File: src/scfd_pkg.sv
// ----------------------------------------------------------------------------
// Serial command field decoder package
// Command codes, target numbers and widths shared by the decoder.
// ----------------------------------------------------------------------------
package scfd_pkg;

  localparam int ByteW   = 8;
  localparam int TargetW = 5;
  localparam int ValueW  = 12;

  localparam logic [ByteW-1:0] CodeIdle = 8'h00;
  localparam logic [ByteW-1:0] CodeA0   = 8'hA0;
  localparam logic [ByteW-1:0] CodeA5   = 8'hA5;
  localparam logic [ByteW-1:0] CodeB0   = 8'hB0;
  localparam logic [ByteW-1:0] CodeB1   = 8'hB1;
  localparam logic [ByteW-1:0] CodeB4   = 8'hB4;
  localparam logic [ByteW-1:0] CodeC0   = 8'hC0;
  localparam logic [ByteW-1:0] CodeC5   = 8'hC5;
  localparam logic [ByteW-1:0] CodeD0   = 8'hD0;
  localparam logic [ByteW-1:0] CodeD1   = 8'hD1;

  localparam logic [TargetW-1:0] TgtDisplay = 5'd6;
  localparam logic [TargetW-1:0] TgtYear    = 5'd11;
  localparam logic [TargetW-1:0] TgtServer  = 5'd17;

  localparam logic [ValueW-1:0] YearBase = 12'd2000;

  typedef struct packed {
    logic               write_valid;
    logic [TargetW-1:0] target;
    logic [ValueW-1:0]  value;
    logic [ByteW-1:0]   server_index;
  } result_t;

endpackage

File: src/serial_command_field_decoder.sv
// ----------------------------------------------------------------------------
// Serial command field decoder
// Decodes received bytes into writes to named target fields, one result per
// byte. An input register and a result register bracket the decode logic.
// The input byte is registered, then decoded into the result register, which
// holds while out_valid is high and out_ready is low. Throughput: one byte per
// cycle unless out_ready stalls it; the decode and command state update are a
// single short case decode between the input and result registers.
// Reset: clears the command state to idle, the pending index to zero and
// both stage valid flags; payload registers are not reset.
// ----------------------------------------------------------------------------
module serial_command_field_decoder
  import scfd_pkg::*;
(
  input  logic               clk,
  input  logic               rst,
  input  logic               in_valid,
  output logic               in_ready,
  input  logic [ByteW-1:0]   rx_byte,
  output logic               out_valid,
  input  logic               out_ready,
  output logic               write_valid,
  output logic [TargetW-1:0] target,
  output logic [ValueW-1:0]  value,
  output logic [ByteW-1:0]   server_index
);

  logic             in_reg_valid;
  logic [ByteW-1:0] in_reg_byte;
  logic [ByteW-1:0] command_state;
  logic [ByteW-1:0] command_state_next;
  logic [ByteW-1:0] pending_index;
  logic [ByteW-1:0] pending_index_next;
  logic             advance;
  result_t          result;
  result_t          result_next;

  assign advance  = in_reg_valid && (!out_valid || out_ready);
  assign in_ready = !in_reg_valid || advance;

  always_comb begin
    command_state_next = CodeIdle;
    pending_index_next = pending_index;
    result_next        = '0;
    case (command_state) inside
      CodeIdle: begin
        command_state_next = in_reg_byte;
      end
      [CodeA0:CodeA5]: begin
        result_next.write_valid = 1'b1;
        result_next.target      = TargetW'(command_state - CodeA0);
        result_next.value       = {4'd0, in_reg_byte};
        command_state_next      = (command_state == CodeA5) ? CodeIdle :
                                  command_state + 8'd1;
      end
      [CodeB0:CodeB4]: begin
        result_next.write_valid = 1'b1;
        result_next.target      = TgtDisplay + TargetW'(command_state - CodeB0);
        result_next.value       = {4'd0, in_reg_byte};
        command_state_next      = (command_state == CodeB0 || command_state == CodeB4) ?
                                  CodeIdle : command_state + 8'd1;
      end
      [CodeC0:CodeC5]: begin
        result_next.write_valid = 1'b1;
        result_next.target      = TgtYear + TargetW'(command_state - CodeC0);
        result_next.value       = (command_state == CodeC0) ?
                                  YearBase + {4'd0, in_reg_byte} : {4'd0, in_reg_byte};
        command_state_next      = (command_state == CodeC5) ? CodeIdle :
                                  command_state + 8'd1;
      end
      CodeD0: begin
        pending_index_next = in_reg_byte;
        command_state_next = CodeD1;
      end
      CodeD1: begin
        result_next.write_valid  = 1'b1;
        result_next.target       = TgtServer;
        result_next.value        = {4'd0, in_reg_byte};
        result_next.server_index = pending_index;
      end
      default: begin
        command_state_next = CodeIdle;
      end
    endcase
  end

  always_ff @(posedge clk) begin
    if (rst) begin
      in_reg_valid  <= 1'b0;
      out_valid     <= 1'b0;
      command_state <= CodeIdle;
      pending_index <= '0;
    end else begin
      if (in_ready) begin
        in_reg_valid <= in_valid;
      end
      if (advance) begin
        out_valid     <= 1'b1;
        command_state <= command_state_next;
        pending_index <= pending_index_next;
      end else if (out_ready) begin
        out_valid <= 1'b0;
      end
    end
  end

  always_ff @(posedge clk) begin
    if (in_ready && in_valid) begin
      in_reg_byte <= rx_byte;
    end
    if (advance) begin
      result <= result_next;
    end
  end

  assign write_valid  = result.write_valid;
  assign target       = result.target;
  assign value        = result.value;
  assign server_index = result.server_index;

  a_reset_clears_output: assert property (@(posedge clk) rst |=> !out_valid)
    else $error("Result valid after reset.");

  a_idle_output_takes_input: assert property (@(posedge clk) disable iff (rst)
    !out_valid |-> in_ready)
    else $error("Input stalled while the result register is empty.");

  a_no_write_fields_zero: assert property (@(posedge clk) disable iff (rst)
    out_valid && !write_valid |-> target == '0 && value == '0 && server_index == '0)
    else $error("A result without a write carries nonzero fields.");

  a_index_only_for_server: assert property (@(posedge clk) disable iff (rst)
    out_valid && server_index != '0 |-> write_valid && target == TgtServer)
    else $error("Server index set on a write to another target.");

  a_year_offset: assert property (@(posedge clk) disable iff (rst)
    out_valid && write_valid && target == TgtYear |-> value >= YearBase)
    else $error("Year write lacks its base offset.");

endmodule
File: config.mk
export PLATFORM = sky130hd
export DESIGN_NAME = serial_command_field_decoder
export DESIGN_NICKNAME = d
export VERILOG_FILES = /design/src/scfd_pkg.sv /design/src/serial_command_field_decoder.sv
export SDC_FILE = /design/constraint.sdc
export NUM_CORES = 1
export LEC_CHECK = 0
export BUFFER_PORTS_ARGS = -buffer_cell sky130_fd_sc_hd__buf_2
export CAP_MARGIN = 30
export CORE_ASPECT_RATIO = 0.7
export CORE_UTILIZATION = 62
export CTS_BUF_LIST = sky130_fd_sc_hd__clkbuf_2
export CTS_CLUSTER_DIAMETER = 60
export CTS_CLUSTER_SIZE = 20
export DETAILED_ROUTE_END_ITERATION = 16
export GPL_TIMING_DRIVEN = 1
export HOLD_SLACK_MARGIN = 0.03
export PLACE_DENSITY_LB_ADDON = 0.12
export SYNTH_ARGS = -nofsm -noshare
export SYNTH_HDL_FRONTEND = slang
export SYNTH_SLANG_ARGS = --single-unit
File: constraint.sdc
create_clock -name clk -period 3.3 [get_ports clk]
set_clock_uncertainty 0.05 [all_clocks]
set_input_delay 0.66 -clock clk [delete_from_list [all_inputs] [get_ports clk]]
set_output_delay 0.66 -clock clk [all_outputs]
set_load 0.005 [all_outputs]
## Word level (Yosys, flattened, before mapping)

Index checks and enable logic that the tools add are counted.

| storage, ports and cells | value |
|---|---|
| memories | 0 |
| register bits | 52 |
| ROM bits | 0 |
| bits of input ports | 12 |
| word-level logic and storage cells | 66 |
| RAM bits | 0 |
| latch bits | 0 |
| output and inout bits | 28 |

| cells by class | value |
|---|---|
| divide/modulo/power cells | 0 |
| shift operators | 0 |
| mux-type cells | 16 |
| magnitude comparators | 6 |
| $add $sub $neg | 7 |
| bitwise logic cells | 5 |
| equality and inequality tests | 7 |
| $mul | 0 |
| reductions and logical operators | 15 |

Operators by type and width:

| kind | count |
|---|---|
| two-way mux 18 bit | 5 |
| two-way mux 8 bit | 8 |
| equality test 8 bit (second input constant) | 7 |
| greater-or-equal comparator 8 bit (second input constant) | 3 |
| less-or-equal comparator 8 bit (second input constant) | 3 |
| adder 11 x 8 -> 12 bit (first input constant) | 1 |
| two-way mux 12 bit | 1 |
| subtractor 5 x 1 -> 5 bit (second input constant) | 2 |
| adder 8 x 1 -> 8 bit (second input constant) | 1 |
| zero test 8 bit | 1 |
| AND reduction 6 bit | 1 |
| OR reduction 6 bit | 1 |
| adder 3 x 5 -> 5 bit (first input constant) | 1 |
| adder 4 x 5 -> 5 bit (first input constant) | 1 |
| logical AND 1 bit | 5 |
| inverter 1 bit | 5 |
| subtractor 5 bit (second input constant) | 1 |
| logical OR 1 bit | 3 |
| OR reduction 3 bit | 1 |
| zero test 1 bit | 2 |
| two-way mux 1 bit | 2 |
| nonzero test 2 bit | 1 |

## Longest topological paths before layout

Gate-level depths: netlist (run 1).

| depth | value |
|---|---|
| word-level depth | 6 |
| mapped depth | 8 |
| mapped depth without buffers | 7 |

## Worst setup path after synthesis (run 1)

No wires, ideal clock.

| timing path | value |
|---|---|
| path type | register to register |
| start point | register command_state[0] |
| end point | register command_state[2] |
| data required time | 3118 ps |
| cell stages (with the launch flop) | 9 |
| setup slack | 1041 ps |
| clock period less this slack | 2259 ps |
| path buffers | 1 |
| setup time | 132 ps |
| data arrival time | 2077 ps |
| cell sequence | dfxtp_1 > clkbuf_1 > inv_1 > ha_1 > or4b_4 > nor4_4 > mux2_4 > o311ai_1 > a31oi_1 |

| between the ends | value |
|---|---|
| longest elaborated chain between the ends | 6 |
| elaborated cells on any way between the ends | 23 |
| classes of those cells | add/sub (1); order compare (6); eq/ne (4); mux (7); reduce/logical (5) |

Ends and longest elaborated chain:

| item | RTL line | source |
|---|---|---|
| start: declaration | serial_command_field_decoder.sv:30 | `logic [ByteW-1:0] command_state;` |
| start signal: assignment | serial_command_field_decoder.sv:91 | `command_state <= CodeIdle;` |
| start signal: assignment | serial_command_field_decoder.sv:99 | `command_state <= command_state_next;` |
| adder 8 x 1 -> 8 bit, or another cell as far along | serial_command_field_decoder.sv:54, serial_command_field_decoder.sv:61, serial_command_field_decoder.sv:69 |  |
| two-way mux 8 bit, or another cell as far along | serial_command_field_decoder.sv:68 | `command_state_next = (command_state == CodeC5) ? CodeIdle :` |
| two-way mux 8 bit (on tied branches) | serial_command_field_decoder.sv:45, serial_command_field_decoder.sv:60 |  |
| two-way mux 8 bit (2 in a row) | serial_command_field_decoder.sv:45 | `case (command_state) inside` |
| two-way mux 8 bit * | serial_command_field_decoder.sv:45 |  |

Every way passes the cells marked *; elsewhere a longest branch is shown, timed or not.
A chain may end at the register's enable or synchronous reset.

## Final worst setup path (run 1)

| timing path | value |
|---|---|
| start point | register command_state[1] |
| end point | register command_state[2] |

Same word-level chain as after synthesis.

==> results of run 1 <==
-- area by class of cell --
cell class	instances	area (sq um)
flip-flops and latches	51	1350
multi-input cells	141	965
fillers	263	913
repair buffers	42	218
well taps	50	62.6
clock inverters	3	38.8
inverters	8	30.0
clock buffers	5	25.0
-- kinds of logic (layout without fill, tap and decap cells) --
group                    Yosys count  count (layout)  synth area share (%)
buffers and inverters             18              58                  3.09
AO/OA/AOI/OAI                     43              43                  11.9
AND/OR/NAND/NOR                   77              77                  18.4
adder cells (fa/ha/maj)           10              10                  5.24
flip-flops                        51              51                  56.5
XOR/XNOR                           1               1                 0.367
multiplexers                      10              10                  4.45
-- how the worst min path moves through the flow --
stage                     slack (ns)          endpoint  depth (start not counted)        startpoint
after global placement          0.42  pending_index[5]                          2  pending_index[5]
after detailed placement        0.43  pending_index[2]                          2  pending_index[2]
after CTS                       0.32    in_reg_byte[5]                          1        rx_byte[5]
final                           0.33    in_reg_byte[5]                          1        rx_byte[5]
after global routing            0.30    in_reg_byte[5]                          1        rx_byte[5]
after floorplan                 0.41  pending_index[0]                          2  pending_index[0]
-- Yosys cell counts (2+ instances only) --
library cell,instances
edfxtp_1,33
nor2_1,24
dfxtp_1,18
a21oi_1,13
ha_1,10
and2_1,9
nand2_1,9
inv_1,8
mux2i_1,8
nor2b_1,8
clkbuf_1,7
nor3_1,6
o21ai_0,6
a211oi_1,4
nand2b_1,3
a221oi_1,2
and3_1,2
buf_2,2
nand3_1,2
nand3b_1,2
nor3b_1,2
o21ai_1,2
o22ai_1,2
o32ai_1,2
or3_1,2
-- metal layers --
metal  global-route usage (%)  vias up  wire length [um]
met5                        0        -                 0
met4                     10.6        0                80
met3                     5.93       12               350
met2                     43.4       91              2230
met1                     31.8      827              2190
li1                         -      854                 -
-- registers in the layout, summed over array words and instances, names as in the netlist --
signal         count
value             11
command_state      8
in_reg_byte        8
pending_index      8
server_index       8
target             5
in_reg_valid       1
out_valid          1
write_valid        1
-- critical path: stages (launching register included) --
cell and delay [ns]:
dfxtp_1 0.41, inv_1 0.23, ha_1 0.28, or4b_4 0.52, nor4_4 0.40, mux2_4 0.34, o311ai_1 0.10, a31oi_1 0.12
-- cell usage in the layout, fill, tap and decap left out, types with 3 or more instances in the layout --
master    instances
o21ai_0           6
dfxtp_1          18
nor2b_1           8
nor2_1           24
nand2b_1          3
ha_1             10
nor3_1            6
and2_1            9
inv_1             8
nand2_1           9
mux2i_1           8
buf_2            39
a21oi_1          13
a211oi_1          4
edfxtp_1         33
buf_4             3
clkbuf_2          5
-- power breakdown --
group	total (mW)	internal (mW)	switching, mW
Clock	0.314	0.124	0.190
Combinational	0.119	0.0523	0.0666
Sequential	0.733	0.704	0.0285
Total	1.17	0.881	0.285
==> flow_metrics.env, run 1 <==
export IMPL_r2r_cells=7
export IMPL_syn_num_nets=232
export IMPL_synth_top_area_share_pct=41.5
export IMPL_postCtsHoldBufs=0
export IMPL_total_power_mw=1.17
export IMPL_end_kind="flop"
export IMPL_globalRouteTotalUtil_pct=25.3
export IMPL_post_drt_wl_per_cell_um=16.2
export IMPL_layoutNonFillerInstCount=300
export IMPL_start_util_pct=66.3
export IMPL_io_pins=40
export IMPL_yosysSeqAreaShare_pct=56.5
export IMPL_grt_max_degree=29
export IMPL_status="finished, final reports clean"
export IMPL_grt_pass1_vias=1594
export IMPL_timing_fmax_ghz=0.391
export IMPL_cts_max_level=2
export IMPL_endpoint="command_state[2]"
export IMPL_yosysTopAreaCell="edfxtp_1"
export IMPL_vias_per_cell=5.95
export IMPL_drtIter0Drc=122
export IMPL_worst_skew_pair_late_latency_ns=0.42
export IMPL_crit_path_max_fanout=10
export IMPL_hold_violations=0
export IMPL_dp_cells=292
export IMPL_start_kind="flop"
export IMPL_synth_edff_count=33
export IMPL_place_area_sq_um=2630
export IMPL_coreArea_sq_um=3600
export IMPL_die_x_um=76.2
export IMPL_hp_class="input port to flop"
export IMPL_final_setup_tns_ns=0
export IMPL_async_reset_ff_share_pct=0
export IMPL_crit_required_ns=3.58
export IMPL_fin_crit_sh_pct=77.5
export IMPL_worstSetupStartpoint="command_state[1]"
export IMPL_grt_overflow_total=0
export IMPL_cts_buffers=5
export IMPL_ys_top_cells_by_area="edfxtp_1, dfxtp_1, ha_1"
export IMPL_cts_tree="yes"
export IMPL_postCtsSetupRepairBufs=0
export IMPL_cts_resized=0
export IMPL_power_density_nw_per_um2=433
export IMPL_die_height_um=53.9
export IMPL_antenna_found_initial=0
export IMPL_hold_worst_slack_ns=0.333
export IMPL_p_leak_nw=1.12
export IMPL_rsz0062_at_grt="false"
export IMPL_clk_pin_slew_ns=0.24
export IMPL_num_vias=1784
export IMPL_drive_gt1_share_pct=21.6
export IMPL_netlist_instances=210
export IMPL_clk_path_buf_depth=2
export IMPL_grt_pass1_wl_um=7580
export IMPL_layout_min_cycle_time_ns=2.56
export IMPL_tightest_slew_ns=0.682
export IMPL_synth_area_sq_um=2390
export IMPL_drv_slew=0
export IMPL_cts_sinks=51
export IMPL_syn_to_final_growth_pct=12.6
export IMPL_fin_util_pct=74.7
export IMPL_wirelength_um=4860
export IMPL_synth_warnings=0
export IMPL_firstDrtPassIters=4
export IMPL_hpwlAfterDp_um=3610
export IMPL_num_rows=18
export IMPL_regToRegStartpoint="command_state[1]"
export IMPL_die_area_sq_um=4110
export IMPL_drc=0
export IMPL_port_buffers=39
export IMPL_finalSetupViolCount=0
export IMPL_r2r_end="command_state[2]"
export IMPL_rrSetupSlack_ns=0.74
export IMPL_maxSlewHeadroom_pct=53.9
export IMPL_place_ws_ns=0.819
export IMPL_crit_arrival_ns=2.84
export IMPL_final_cell_area_sq_um=2690
export IMPL_fin_nets=271
export IMPL_timing_final_ws_setup_ns=0.742
export IMPL_synth_cell_types=49
export IMPL_ir_worst_vdd_mv=0.390
export IMPL_antenna_left=0
export IMPL_ys_seq_elements=51
export IMPL_maxCapViolations=0
export IMPL_routabilityCongestion=0.923
export IMPL_cts_root_buffer="clkbuf_2"
export IMPL_critPathKind="flop to flop"
export IMPL_antenna_diode_count=0
export IMPL_syn_avg_cell_area_sq_um=11.4
export IMPL_ys_flop_type="edfxtp_1"
(Power assumes the default switching activity.)
==> run 2, diff against run 1 <==
Settings changed: CORE_UTILIZATION 62 to 58.
Clock period 3.3 ns to 2.6 ns, I/O delays scaled along.
==> flow_metrics.env, run 2 (synthesized netlist as in run 1, its figures left out) <==
export IMPL_status="finished, final reports clean"
export IMPL_drive_gt1_share_pct=23.5
export IMPL_cp_cell_sequence="inv_1 -> ha_1 -> or4b_1 -> nor3_1 -> buf_4 -> nor2_1 -> o21ai_1 -> mux2_2"
export IMPL_largest_reg_flops=11
export IMPL_grt_pass1_vias=1553
export IMPL_regToRegStartpoint="command_state[0]"
export IMPL_worst_skew_pair_late_latency_ns=0.42
export IMPL_drc=0
export IMPL_postCtsHoldBufs=0
export IMPL_rsz0062_at_grt="false"
export IMPL_cts_sinks=51
export IMPL_drv_slew=0
export IMPL_drtIter0Drc=93
export IMPL_cts_tree="yes"
export IMPL_cts_root_buffer="clkbuf_2"
export IMPL_crit_path_top_delay_cell="dfxtp_1"
export IMPL_clk_pin_slew_ns=0.25
export IMPL_hold_violations=0
export IMPL_antenna_diode_count=0
export IMPL_place_ws_ns=0.276
export IMPL_num_vias=1763
export IMPL_ir_worst_vdd_mv=0.543
export IMPL_crit_required_ns=2.87
export IMPL_grt_pass1_wl_um=7350
export IMPL_final_setup_tns_ns=0
export IMPL_cts_buffers=5
export IMPL_clk_path_buf_depth=2
export IMPL_coreArea_sq_um=3920
export IMPL_grt_overflow_total=0
export IMPL_worstHoldStart="rx_byte[0]"
export IMPL_tightest_slew_ns=0.602
export IMPL_die_x_um=78.7
export IMPL_num_rows=19
export IMPL_cts_resized=0
export IMPL_end_kind="flop"
export IMPL_min_delay_path_depth=1
export IMPL_fin_util_pct=70.0
export IMPL_timing_fmax_ghz=0.418
export IMPL_start_util_pct=60.9
export IMPL_fin_crit_sh_pct=92.0
export IMPL_antenna_found_initial=0
export IMPL_start_kind="flop"
export IMPL_postCtsSetupRepairBufs=0
export IMPL_maxSlewHeadroom_pct=59.3
export IMPL_hold_worst_slack_ns=0.202
export IMPL_antenna_left=0
export IMPL_crit_path_max_fanout=13
export IMPL_die_height_um=55.7
export IMPL_hpwlAfterDp_um=3410
export IMPL_io_pins=40
export IMPL_routabilityCongestion=0.930
export IMPL_finalSetupViolCount=0
export IMPL_timing_final_ws_setup_ns=0.207
export IMPL_layout_min_cycle_time_ns=2.39
export IMPL_hp_class="input port to flop"
export IMPL_port_buffers=39
export IMPL_maxCapViolations=0
export IMPL_r2r_cells=8
export IMPL_fillers=294
export IMPL_r2r_end="value[4]"
export IMPL_p_leak_nw=1.15
export IMPL_cts_max_level=2
export IMPL_die_area_sq_um=4390
export IMPL_total_power_mw=1.51
export IMPL_min_to="in_reg_byte[0]"
export IMPL_layout_common_cells="buf_2, edfxtp_1, nor2_1, dfxtp_1, a21oi_1"
export IMPL_post_drt_wl_per_cell_um=15.0
export IMPL_power_density_nw_per_um2=548
export IMPL_globalRouteTotalUtil_pct=22.4
export IMPL_critical_path_top_delay_family="simple AND/OR/NAND/NOR gates"
export IMPL_grt_max_degree=27
export IMPL_crit_arrival_ns=2.66
export IMPL_rrSetupSlack_ns=0.21
export IMPL_syn_to_final_growth_pct=14.9
export IMPL_wirelength_um=4620
export IMPL_final_common_cell="buf_2"
export IMPL_critical_path_buf_inv_count=2
export IMPL_critPathKind="flop to flop"
export IMPL_fin_nets=276
export IMPL_slowest_delay_ns=0.59
export IMPL_vias_per_cell=5.74
export IMPL_firstDrtPassIters=4
[run 2: report_power, final]
part | internal, mW | switching, mW
clock network | 0.166 | 0.255
logic | 0.0735 | 0.0845
registers | 0.894 | 0.0334
total | 1.13 | 0.373
[run 2: metrics by stage]
step	cells	instance area, sq um
finish	307	2750
global route	307	2750
CTS	307	2740
detailed placement	299	2670
global placement	299	2670
floorplan	210	2390
[run 2: worst max-delay path by stage]
stage                           startpoint                to  cells after the start  slack, ns
final                     command_state[0]          value[4]                      8       0.21
after global routing      command_state[1]          value[4]                      8       0.01
after CTS                 command_state[0]          value[9]                      6       0.23
after detailed placement  command_state[1]  pending_index[0]                      6       0.28
after global placement    command_state[0]          value[9]                      6       0.29
after floorplan           command_state[0]  command_state[2]                      8       0.34
[run 2: final cells by class]
class                           instances  area [sq um]  share of cell area (%)
Clock inverter                          3          46.3                    1.69
Inverter                                8          30.0                    1.09
Tap cell                               52          65.1                    2.37
Clock buffer                            5          25.0                   0.911
Sequential cell                        51          1350                    49.2
Multi-Input combinational cell        141           973                    35.4
Timing Repair Buffer                   47           255                    9.29
[run 2: layer usage]
metal | wire (um) | vias up | track usage, %
li1 | - | 868 | -
met1 | 2300 | 841 | 34.4
met2 | 2040 | 52 | 31.7
met3 | 261 | 2 | 4.59
met4 | 16 | 0 | 6.88
met5 | 0 | - | 0
==> run 3, diff against run 2 <==
Settings changed: CORE_UTILIZATION 58 to 54.
==> flow_metrics.env, run 3 (synthesized netlist as in run 1, its figures left out) <==
export IMPL_min_delay_path_depth=1
export IMPL_hpwlAfterDp_um=3600
export IMPL_cts_buffers=5
export IMPL_start_kind="flop"
export IMPL_drtIter0Drc=120
export IMPL_hold_worst_slack_ns=0.211
export IMPL_firstDrtPassIters=4
export IMPL_drv_slew=0
export IMPL_end_kind="flop"
export IMPL_hold_violations=0
export IMPL_cts_sinks=51
export IMPL_grt_max_degree=27
export IMPL_power_density_nw_per_um2=515
export IMPL_antenna_diode_count=0
export IMPL_largest_reg_flops=11
export IMPL_syn_to_final_growth_pct=13.7
export IMPL_cts_tree="yes"
export IMPL_port_buffers=39
export IMPL_grt_pass1_wl_um=8000
export IMPL_routabilityCongestion=0.952
export IMPL_ir_worst_vdd_mv=0.433
export IMPL_hp_class="input port to flop"
export IMPL_die_area_sq_um=4700
export IMPL_status="finished, final reports clean"
export IMPL_fin_nets=277
export IMPL_final_common_cell="buf_2"
export IMPL_regToRegStartpoint="command_state[1]"
export IMPL_r2r_end="value[9]"
export IMPL_cts_resized=0
export IMPL_p_leak_nw=1.14
export IMPL_place_ws_ns=0.285
export IMPL_start_util_pct=58.4
export IMPL_coreArea_sq_um=4090
export IMPL_crit_arrival_ns=2.62
export IMPL_die_height_um=57.7
export IMPL_timing_final_ws_setup_ns=0.205
export IMPL_layoutNonFillerInstCount=308
export IMPL_r2r_cells=7
export IMPL_maxSlewHeadroom_pct=59.8
export IMPL_cts_max_level=2
export IMPL_num_vias=1765
export IMPL_crit_path_max_fanout=7
export IMPL_grt_pass1_vias=1655
export IMPL_fin_util_pct=66.4
export IMPL_post_drt_wl_per_cell_um=15.7
export IMPL_dp_cells=300
export IMPL_layout_common_cells="buf_2, edfxtp_1, nor2_1, dfxtp_1, a21oi_1"
export IMPL_wirelength_um=4830
export IMPL_clk_path_buf_depth=2
export IMPL_critPathKind="flop to flop"
export IMPL_min_to="in_reg_byte[0]"
export IMPL_vias_per_cell=5.73
export IMPL_drc=0
export IMPL_antenna_left=0
export IMPL_final_setup_tns_ns=0
export IMPL_grt_overflow_total=0
export IMPL_rrSetupSlack_ns=0.21
export IMPL_globalRouteTotalUtil_pct=23.2
export IMPL_postCtsHoldBufs=0
export IMPL_layout_min_cycle_time_ns=2.39
export IMPL_cts_root_buffer="clkbuf_2"
export IMPL_rsz0062_at_grt="false"
export IMPL_die_x_um=81.5
export IMPL_num_rows=19
export IMPL_timing_fmax_ghz=0.418
export IMPL_clk_pin_slew_ns=0.26
export IMPL_worstHoldStart="rx_byte[0]"
export IMPL_maxCapViolations=0
export IMPL_postCtsSetupRepairBufs=0
export IMPL_worst_skew_pair_late_latency_ns=0.42
export IMPL_drive_gt1_share_pct=23.8
export IMPL_fin_crit_sh_pct=92.1
export IMPL_crit_required_ns=2.82
export IMPL_tightest_slew_ns=0.595
export IMPL_io_pins=40
export IMPL_finalSetupViolCount=0
export IMPL_antenna_found_initial=0
[run 3: changes by cell type in the layout (fill, tap and decap cells not counted)]
cell	change
nor4b_2	+1
bufinv_16	-1
clkinv_2	+1
inv_6	-1
nor4b_4	-1
clkbuf_2	+1
buf_4	+1
[run 3: through the flow]
stage / instance area [sq um] / power (mW)
after CTS: 2720 / 1.40
after floorplan: 2390 / 1.04
after global placement: 2670 / 1.10
after detailed placement: 2670 / 1.10
final: 2720 / 1.40
after global routing: 2720 / 1.47
[run 3: worst max-delay path: stages, from the launching register on]
cell and delay (ns):
dfxtp_1 0.41, inv_1 0.20, ha_1 0.33, nor3b_1 0.11
nor4b_2 0.52, nand2_1 0.12, or3_1 0.36, a21oi_1 0.13
[run 3: where the power goes]
part	internal, mW	switching [mW]	total, mW
Clock	0.0686	0.242	0.311
Combinational	0.0737	0.0883	0.162
Sequential	0.894	0.0316	0.926
Total	1.04	0.362	1.40
[run 3: worst max-delay path by stage]
stage	from	end	slack, ns	cells past startpoint
2_1_floorplan	command_state[0]	command_state[2]	0.34	8
3_3_place_gp	command_state[0]	value[9]	0.26	6
3_5_place_dp	command_state[0]	value[4]	0.29	8
4_1_cts	command_state[0]	value[9]	0.22	6
5_1_grt	command_state[1]	value[9]	0.03	7
6_report	command_state[1]	value[9]	0.21	7
[run 3: area by class of cell]
| cell class | count | area (sq um) |
|---|---|---|
| Fill cell | 329 | 1370 |
| Sequential cell | 51 | 1350 |
| Multi-Input combinational cell | 141 | 965 |
| Timing Repair Buffer | 48 | 263 |
| Tap cell | 52 | 65.1 |
| Clock buffer | 6 | 30.0 |
| Inverter | 8 | 30.0 |
| Clock inverter | 2 | 12.5 |
[run 3: metal layers]
metal  vias up  wire length (um)  global-route usage [%]
met4         0                31                    5.87
met1       805              2400                    36.1
li1        868                 -                       -
met2        87              1970                    32.6
met5         -                 0                       0
met3         5               430                    5.20
